$ cat config.mk
export PLATFORM = sky130hd
export DESIGN_NAME = grammar_codon_expression_mapper_core
export DESIGN_NICKNAME = d
export VERILOG_FILES = /design/src/rtl/gcem_pkg.sv /design/src/rtl/grammar_codon_expression_mapper_core.sv
export SDC_FILE = /design/constraint.sdc
export NUM_CORES = 1
export LEC_CHECK = 0
export BUFFER_PORTS_ARGS = -buffer_cell sky130_fd_sc_hd__buf_2
export CORE_MARGIN = 2
export CORE_UTILIZATION = 63
export CTS_CLUSTER_SIZE = 25
export DETAILED_ROUTE_END_ITERATION = 16
export PLACE_DENSITY_LB_ADDON = 0.08
export SLEW_MARGIN = 25
export SYNTH_ARGS = -nofsm -noshare
export SYNTH_HDL_FRONTEND = slang
export SYNTH_SLANG_ARGS = --single-unit
$ cat constraint.sdc
create_clock -name clock -period 6.3 [get_ports clock]
set_clock_uncertainty 0.1 [all_clocks]
set_input_delay 0 -clock clock [delete_from_list [all_inputs] [get_ports clock]]
set_output_delay 0 -clock clock [all_outputs]
set_load 0.05 [all_outputs]
$ cat src/rtl/gcem_pkg.sv
// Types and constants shared by the grammar codon expression mapper.
// Holds the request and response beat formats, symbol, token and status codes.
// No dependencies.
`timescale 1ns / 1ps

package gcem_pkg;

   // Request beat: op selects start or apply codon
   typedef struct packed {
      logic       op;
      logic [7:0] codon;
   } req_type;

   // Response beat
   typedef struct packed {
      logic [3:0] token;
      logic [1:0] status;
      logic [7:0] string_length;
      logic       last;
   } rsp_type;

   typedef enum logic [1:0] {
      SYM_E     = 2'd0,
      SYM_O     = 2'd1,
      SYM_V     = 2'd2,
      SYM_CLOSE = 2'd3
   } sym_type;

   typedef enum logic [2:0] {
      ST_IDLE,
      ST_INIT,
      ST_READ,
      ST_CHECK,
      ST_PUSH,
      ST_FINISH,
      ST_EMIT
   } map_state_type;

   localparam logic OP_START = 1'b0;
   localparam logic OP_CODON = 1'b1;

   localparam logic [3:0] TOK_NONE  = 4'd0;
   localparam logic [3:0] TOK_VAR   = 4'd1;  // x, y, one follow
   localparam logic [3:0] TOK_ARITH = 4'd4;  // plus, minus, times follow
   localparam logic [3:0] TOK_OPEN  = 4'd7;
   localparam logic [3:0] TOK_CLOSE = 4'd8;

   localparam logic [1:0] STAT_RUN  = 2'd0;
   localparam logic [1:0] STAT_DONE = 2'd1;
   localparam logic [1:0] STAT_LONG = 2'd2;
   localparam logic [1:0] STAT_IDLE = 2'd3;

   localparam logic [7:0] LEN_START   = 8'd9;
   localparam logic [7:0] MAX_LEN_RST = 8'd200;
   localparam logic [5:0] PRE_MAX     = 6'd31;
   localparam logic [6:0] MAX_BEATS   = 7'd32;

   // Residue mod 3 of a byte: 4 = 1 (mod 3), so base-4 digits may be summed
   function automatic logic [1:0] mod3_u8(input logic [7:0] v);
      logic [3:0] s;
      logic [2:0] t;
      s = 4'(v[1:0]) + 4'(v[3:2]) + 4'(v[5:4]) + 4'(v[7:6]);
      t = 3'(s[3:2]) + 3'(s[1:0]);
      if (t >= 3'd6) begin
         t = t - 3'd6;
      end else if (t >= 3'd3) begin
         t = t - 3'd3;
      end
      return t[1:0];
   endfunction

endpackage

$ cat src/rtl/grammar_codon_expression_mapper_core.sv
// Grammar codon expression mapper, top level.
// Depends on gcem_pkg for beat formats, codes and the mod 3 helper.
`timescale 1ns / 1ps

// Usage
//  req channel: one beat per op. op = start resets the derivation to <e><o><e>;
//  op = codon expands the leftmost nonterminal. req_ready is high only while
//  the block is idle; one beat is in work at a time.
//  rsp channel: every request gives 1 to 32 beats: leading closing brackets,
//  the token of the expansion, trailing closing brackets. Every beat carries
//  the status and working length after the whole request; last marks the end.
//  csr channel: always ready; writes max_length. Write only while idle.
//  Steps: start lays down <e><o><e>, then its beat. A codon does each stack
//  look-up as a registered stack read, then a decision; an even codon then
//  pushes its bracket expansion, then a finish step, then one beat per cycle
//  with rsp_ready high. The stack memory's write port and read register set
//  these steps. Next request is taken the cycle after the last beat.
//  Reset: status idle, length 0, stack empty, max_length 200. The stack
//  memory is not cleared; only entries below the stack count are read.
//  A stalled receiver holds the beat stable and the block waits.
module grammar_codon_expression_mapper_core
   import gcem_pkg::*;
#(
   parameter int STACK_DEPTH = 128
) (
   input  logic       clock,
   input  logic       reset,
   input  logic       req_valid,
   output logic       req_ready,
   input  req_type    req_payload,
   output logic       rsp_valid,
   input  logic       rsp_ready,
   output rsp_type    rsp_payload,
   input  logic       csr_valid,
   output logic       csr_ready,
   input  logic [7:0] csr_wdata
);

   localparam int CNT_W  = $clog2(STACK_DEPTH + 1);
   localparam int ADDR_W = $clog2(STACK_DEPTH);
   localparam logic [CNT_W:0] DEPTH_C = (CNT_W + 1)'(STACK_DEPTH);

   map_state_type       state_ff, state_in;
   logic [CNT_W-1:0]    count_ff, count_in;
   logic [7:0]          len_ff, len_in;
   logic [1:0]          status_ff, status_in;
   logic [7:0]          max_ff;
   logic [5:0]          pre_ff, pre_in;
   logic [5:0]          post_ff, post_in;
   logic                mid_ff, mid_in;
   logic [3:0]          mid_tok_ff, mid_tok_in;
   logic                phase_ff, phase_in;    // 1 once the codon is applied
   logic [1:0]          idx_ff, idx_in;
   logic [7:0]          codon_ff, codon_in;

   sym_type             stack_mem [STACK_DEPTH];
   sym_type             rd_ff;
   logic                mem_we;
   logic [ADDR_W-1:0]   mem_waddr;
   sym_type             mem_wdata;
   logic [ADDR_W-1:0]   top_addr;

   logic                count_nz;
   logic                too_long;
   logic [6:0]          beats_so_far;
   logic [6:0]          beats_left;
   logic [1:0]          codon_m3;

   assign csr_ready    = 1'b1;
   assign top_addr     = ADDR_W'(count_ff - CNT_W'(1));
   assign count_nz     = (count_ff != '0);
   assign codon_m3     = mod3_u8(codon_ff);
   assign too_long     = ({1'b0, len_ff} + 9'd8 > {1'b0, max_ff}) ||
                         ({1'b0, count_ff} + (CNT_W + 1)'(3) > DEPTH_C);
   assign beats_so_far = 7'(pre_ff) + 7'(post_ff) + 7'(mid_ff);
   assign beats_left   = beats_so_far;

   always_comb begin
      rsp_payload.token         = (pre_ff != '0) ? TOK_CLOSE :
                                  (mid_ff ? mid_tok_ff : TOK_CLOSE);
      rsp_payload.status        = status_ff;
      rsp_payload.string_length = len_ff;
      rsp_payload.last          = (beats_left == 7'd1);
   end

   // Stack memory: one write port, registered read of the top entry
   always_ff @(posedge clock) begin
      if (mem_we) begin
         stack_mem[mem_waddr] <= mem_wdata;
      end
      rd_ff <= stack_mem[top_addr];
   end

   always_comb begin
      state_in   = state_ff;
      count_in   = count_ff;
      len_in     = len_ff;
      status_in  = status_ff;
      pre_in     = pre_ff;
      post_in    = post_ff;
      mid_in     = mid_ff;
      mid_tok_in = mid_tok_ff;
      phase_in   = phase_ff;
      idx_in     = idx_ff;
      codon_in   = codon_ff;
      mem_we     = 1'b0;
      mem_waddr  = top_addr;
      mem_wdata  = SYM_E;
      req_ready  = 1'b0;
      rsp_valid  = 1'b0;

      unique case (state_ff)
         ST_IDLE: begin
            req_ready = 1'b1;
            if (req_valid) begin
               codon_in   = req_payload.codon;
               pre_in     = '0;
               post_in    = '0;
               mid_in     = 1'b0;
               mid_tok_in = TOK_NONE;
               phase_in   = 1'b0;
               idx_in     = '0;
               if (req_payload.op == OP_START) begin
                  count_in  = '0;
                  len_in    = LEN_START;
                  status_in = STAT_RUN;
                  mid_in    = 1'b1;
                  state_in  = ST_INIT;
               end else if (status_ff != STAT_RUN) begin
                  mid_in   = 1'b1;
                  state_in = ST_EMIT;
               end else begin
                  state_in = ST_READ;
               end
            end
         end
         ST_INIT: begin
            // lay down <e><o><e> bottom up
            mem_we    = 1'b1;
            mem_waddr = ADDR_W'(idx_ff);
            mem_wdata = (idx_ff == 2'd1) ? SYM_O : SYM_E;
            idx_in    = idx_ff + 2'd1;
            if (idx_ff == 2'd2) begin
               count_in = CNT_W'(3);
               state_in = ST_EMIT;
            end
         end
         ST_READ: begin
            state_in = ST_CHECK;
         end
         ST_CHECK: begin
            if (!phase_ff) begin
               if (count_nz && rd_ff == SYM_CLOSE) begin
                  // leading close; at the cap the codon is dropped
                  count_in = count_ff - CNT_W'(1);
                  pre_in   = pre_ff + 6'd1;
                  state_in = (pre_ff == PRE_MAX) ? ST_FINISH : ST_READ;
               end else if (count_nz) begin
                  mid_in = 1'b1;
                  unique case (rd_ff)
                     SYM_E: begin
                        if (codon_ff[0]) begin
                           mem_we     = 1'b1;
                           mem_wdata  = SYM_V;
                           mid_tok_in = TOK_NONE;
                           phase_in   = 1'b1;
                           state_in   = ST_READ;
                        end else if (too_long) begin
                           status_in  = STAT_LONG;
                           mid_tok_in = TOK_NONE;
                           state_in   = ST_FINISH;
                        end else begin
                           len_in     = len_ff + 8'd8;
                           mid_tok_in = TOK_OPEN;
                           idx_in     = '0;
                           state_in   = ST_PUSH;
                        end
                     end
                     SYM_O, SYM_V: begin
                        count_in   = count_ff - CNT_W'(1);
                        len_in     = len_ff - 8'd2;
                        mid_tok_in = ((rd_ff == SYM_V) ? TOK_VAR : TOK_ARITH) +
                                     4'(codon_m3);
                        phase_in   = 1'b1;
                        state_in   = ST_READ;
                     end
                     SYM_CLOSE: begin
                        state_in = ST_FINISH;
                     end
                  endcase
               end else begin
                  state_in = ST_FINISH;
               end
            end else begin
               if (count_nz && rd_ff == SYM_CLOSE && beats_so_far < MAX_BEATS) begin
                  count_in = count_ff - CNT_W'(1);
                  post_in  = post_ff + 6'd1;
                  state_in = ST_READ;
               end else begin
                  state_in = ST_FINISH;
               end
            end
         end
         ST_PUSH: begin
            // top e becomes close, then e o e pushed above it
            mem_we    = 1'b1;
            mem_waddr = top_addr + ADDR_W'(idx_ff);
            unique case (idx_ff)
               2'd0: mem_wdata = SYM_CLOSE;
               2'd1: mem_wdata = SYM_E;
               2'd2: mem_wdata = SYM_O;
               2'd3: mem_wdata = SYM_E;
            endcase
            idx_in = idx_ff + 2'd1;
            if (idx_ff == 2'd3) begin
               count_in = count_ff + CNT_W'(3);
               phase_in = 1'b1;
               state_in = ST_READ;
            end
         end
         ST_FINISH: begin
            if (status_ff == STAT_RUN && !count_nz) begin
               status_in = STAT_DONE;
            end
            if (beats_so_far == '0) begin
               mid_in     = 1'b1;
               mid_tok_in = TOK_NONE;
            end
            state_in = ST_EMIT;
         end
         ST_EMIT: begin
            rsp_valid = 1'b1;
            if (rsp_ready) begin
               if (pre_ff != '0) begin
                  pre_in = pre_ff - 6'd1;
               end else if (mid_ff) begin
                  mid_in = 1'b0;
               end else begin
                  post_in = post_ff - 6'd1;
               end
               if (beats_left == 7'd1) begin
                  state_in = ST_IDLE;
               end
            end
         end
         default: begin
            state_in = ST_IDLE;
         end
      endcase
   end

   always_ff @(posedge clock) begin
      if (reset) begin
         state_ff  <= ST_IDLE;
         count_ff  <= '0;
         len_ff    <= '0;
         status_ff <= STAT_IDLE;
         max_ff    <= MAX_LEN_RST;
         pre_ff    <= '0;
         post_ff   <= '0;
         mid_ff    <= 1'b0;
         phase_ff  <= 1'b0;
         idx_ff    <= '0;
      end else begin
         state_ff  <= state_in;
         count_ff  <= count_in;
         len_ff    <= len_in;
         status_ff <= status_in;
         pre_ff    <= pre_in;
         post_ff   <= post_in;
         mid_ff    <= mid_in;
         phase_ff  <= phase_in;
         idx_ff    <= idx_in;
         if (csr_valid && csr_ready) begin
            max_ff <= csr_wdata;
         end
      end
   end

   always_ff @(posedge clock) begin
      mid_tok_ff <= mid_tok_in;
      codon_ff   <= codon_in;
   end

`ifndef ASSERT_OFF
   a_no_overlap: assert property (@(posedge clock) disable iff (reset)
      !(req_ready && rsp_valid))
      else $error("request taken while response beats pending");

   a_count_bound: assert property (@(posedge clock) disable iff (reset)
      {1'b0, count_ff} <= DEPTH_C)
      else $error("stack count beyond depth");

   a_beat_bound: assert property (@(posedge clock) disable iff (reset)
      rsp_valid |-> (beats_left != '0 && beats_left <= MAX_BEATS))
      else $error("response beat count out of range");

   a_last_frees: assert property (@(posedge clock) disable iff (reset)
      (rsp_valid && rsp_ready && rsp_payload.last) |=> req_ready)
      else $error("block not ready after final beat");

   a_done_empty: assert property (@(posedge clock) disable iff (reset)
      (req_ready && status_ff == STAT_DONE) |-> !count_nz)
      else $error("derivation complete with symbols pending");
`endif

endmodule

==> metrics.yaml <==
die_w_um: 161
hp-class: "primary input to register"
die-area_um2: 25900
drc_errors: 0
cp_slowest_cell: "ha_2"
reg2reg_slack_ns: 1.71
wl_per_cell_um: 22.4
area_delta_synth_final_pct: 12.7
ant_nets: 0
fin_util: 0.722
drive_above_1_share: 0.161
vias: 10500
yosys-top-cells-area: "edfxtp_1 52%, mux4_2 10%, dfxtp_1 6.1%"
postRouteWirelength_um: 36400
worstPathMaxFanout: 36
dp_hpwl_um: 21800
clk_pin_slew_ns: 0.06
grt_setup_unrepaired: "no"
yosys_most_used_dff: "edfxtp_1"
p_leak_nw: 6.01
io_buffers: 38
yosys_warnings: 0
grt_max_degree: 95
vias_per_cell: 6.44
core_um2: 24200
grt_pass1_wl_um: 57900
timing.final.crit_share: 0.729
finalSetupViolCount: 0
max_stage_delay_ns: 0.88
slew-limit-headroom: 0.296
start_util: 0.641
worst_pin_slew_ns: 1.05
p_total_mw: 8.47
yosysTopAreaCellShare: 0.518
ys_ff_latch: 315
maxSlewViolCount: 0
syn_inst: 1217
drv_cap: 0
path_cells: "inv_1 > ha_2 > inv_1 > ha_1 > a21oi_1 > nor3_4 > a31oi_1 > mux2i_1 > a21oi_1 > nand2_1 > nor2_1"
synthTopCellsByCount: "268 x edfxtp_1, 194 x nor2_1, 103 x nand2_1"
rows: 57
crit_type: "register to register"
synth_largest_area_cell: "edfxtp_1"
reg2reg_depth: 11
required_ns: 6.39
initialDrtViolationCount: 1118
status: "complete, no violations"
peakVddDrop_mv: 0.295
max_freq_mhz: 218
fin_nets: 1350
synth_cell_types: 86
antenna_found_initial: 1
synth_area_um2: 15500
yosysMostFrequentCell: "edfxtp_1"
p_per_area_nw_per_um2: 484
nFillCells: 1626
ctsResizeCount: 0
grt_overflow_total: 0
ys_seq_area_frac: 0.578
ioPinCount: 40
hold_viol: 0
cts_buffers: 34
drt_pre_antenna_iters: 6
start_kind: "register"
track_usage: 0.288
finalSetupTns_ns: 0
grt_pass1_vias: 10600
syn_area_per_cell_um2: 12.8
crit_path_end_kind: "register"
clockBufferDepth: 3
async_reset_ff_frac: 0
cts_tree: "yes"
die_h_um: 161
cts_root_buffer: "clkbuf_16"
h-tree-depth: 2
min_period_ns: 4.59
worstPathArrival_ns: 4.68
r2r-end: "stack_mem[103][0]"
synth_edf_count: 268
startpoint: "count_ff[0]"
min_from: "req_payload[3]"
syn-num-nets: 1291
cp-endpoint: "stack_mem[103][0]"
r2r_start: "count_ff[0]"
cts_num_sinks: 315
clkLatencyLatePin_ns: 0.52
gp_congestion: 0.833
==> power breakdown <==
| group | internal, mW | switching, mW |
|---|---|---|
| combinational | 1.29 | 2.38 |
| sequential | 2.58 | 0.162 |
| clock | 1.25 | 0.811 |
| total | 5.12 | 3.35 |
==> critical path, delay by kind of cell, from the launching register on <==
kind | cells | cell delay (ns)
AOI/OAI and AO/OA | 3 | 0.90
adders and majority gates | 2 | 1.19
buffers and inverters | 2 | 0.42
DFF | 1 | 0.79
muxes | 1 | 0.16
and+or+nand+nor | 3 | 0.69
==> sequential cells by signal, indices dropped and copies added, names as in the netlist, 2 cells and up <==
register and flops:
codon_ff 8, mid_tok_ff 4, rd_ff 2, len_ff 8, state_ff 3, stack_mem 256, post_ff 6, max_ff 8
count_ff 8, status_ff 2, idx_ff 2, pre_ff 6
==> worst min path at each step <==
| stage | cells past startpoint | slack [ns] | endpoint |
|---|---|---|---|
| floorplan | 0 | -0.001 | codon_ff[0] |
| global placement | 1 | 0.08 | codon_ff[6] |
| detailed placement | 1 | 0.08 | codon_ff[1] |
| CTS | 2 | 0.09 | codon_ff[7] |
| global route | 2 | 0.12 | codon_ff[7] |
| finish | 2 | 0.1 | codon_ff[3] |
==> cell type report <==
type                       count  area, µm²  area share
inverter                      44        165     0.00943
antenna                        1       2.50    0.000143
sequential                   315       8990       0.514
tap                          324        405      0.0232
multi-input combinational    793       6110       0.349
clock inverter                21        258      0.0147
timing repair buffer          88        661      0.0377
clock buffer                  40        915      0.0522
==> timing repair <==
action / CTS / global route
buffers inserted: 0 / 0
setup endpoints to repair: 0 / 0
hold buffers: 38 / 0
endpoints found under the hold margin: 38 / 0
==> layer usage <==
| layer | part of all wire | track usage | vias up | wire length, µm |
|---|---|---|---|---|
| li1 | - | - | 4738 | - |
| met1 | 0.40 | 0.381 | 5240 | 14700 |
| met2 | 0.51 | 0.502 | 423 | 18500 |
| met3 | 0.063 | 0.0413 | 71 | 2310 |
| met4 | 0.025 | 0.0885 | 0 | 915 |
| met5 | 0 | 0 | - | 0 |
==> layout by cell type (no fill, tap or decap), types with 6 or more instances in the layout <==
| master | netlist | layout |
|---|---|---|
| o21ai_0 | 27 | 27 |
| nand3_1 | 18 | 18 |
| buf_2 | 22 | 38 |
| nor2_1 | 194 | 194 |
| nor2b_1 | 11 | 11 |
| fa_1 | 10 | 10 |
| buf_4 | 5 | 12 |
| and3_1 | 11 | 11 |
| inv_1 | 44 | 44 |
| clkbuf_16 | 0 | 35 |
| a21oi_1 | 51 | 51 |
| nor4_1 | 7 | 7 |
| dlygate4sd3_1 | 0 | 38 |
| or3_1 | 7 | 7 |
| a211oi_1 | 13 | 13 |
| ha_1 | 42 | 41 |
| nor3_1 | 15 | 15 |
| nand2_1 | 103 | 99 |
| o2111ai_1 | 6 | 6 |
| o211ai_1 | 12 | 12 |
| nand2b_1 | 9 | 9 |
| nand2_2 | 4 | 6 |
| nand4_1 | 13 | 13 |
| mux4_2 | 70 | 70 |
| a21o_1 | 8 | 8 |
| edfxtp_1 | 268 | 268 |
| a31oi_1 | 16 | 16 |
| xor2_1 | 8 | 8 |
| mux2i_1 | 16 | 16 |
| dfxtp_1 | 47 | 46 |
| xnor2_1 | 14 | 14 |
==> per-stage QoR <==
stage / hold slack, ns / instances / area [µm²] / setup WS, ns
after CTS: 0.0910 / 1625 / 17500 / 1.71
after detailed placement: 0.0781 / 1526 / 16000 / 1.73
after global placement: 0.0775 / 1526 / 16000 / 1.88
after floorplan: -0.00113 / 1217 / 15500 / 1.79
final: 0.0989 / 1626 / 17500 / 1.71
after global routing: 0.116 / 1626 / 17500 / 1.48
==> kinds of logic (layout without fill, tap and decap cells) <==
| family | count (synthesis) | in the layout | synth area share |
|---|---|---|---|
| AOI/OAI and AO/OA | 202 | 202 | 0.0898 |
| DFF | 315 | 315 | 0.578 |
| buffers and inverters | 109 | 193 | 0.0298 |
| xor gates and xnor gates | 24 | 24 | 0.0152 |
| adders and majority gates | 52 | 52 | 0.0467 |
| other | 1 | 2 | 0.000241 |
| and+or+nand+nor | 424 | 424 | 0.125 |
| muxes | 90 | 90 | 0.115 |
Power figures use the tool's default switching activity.
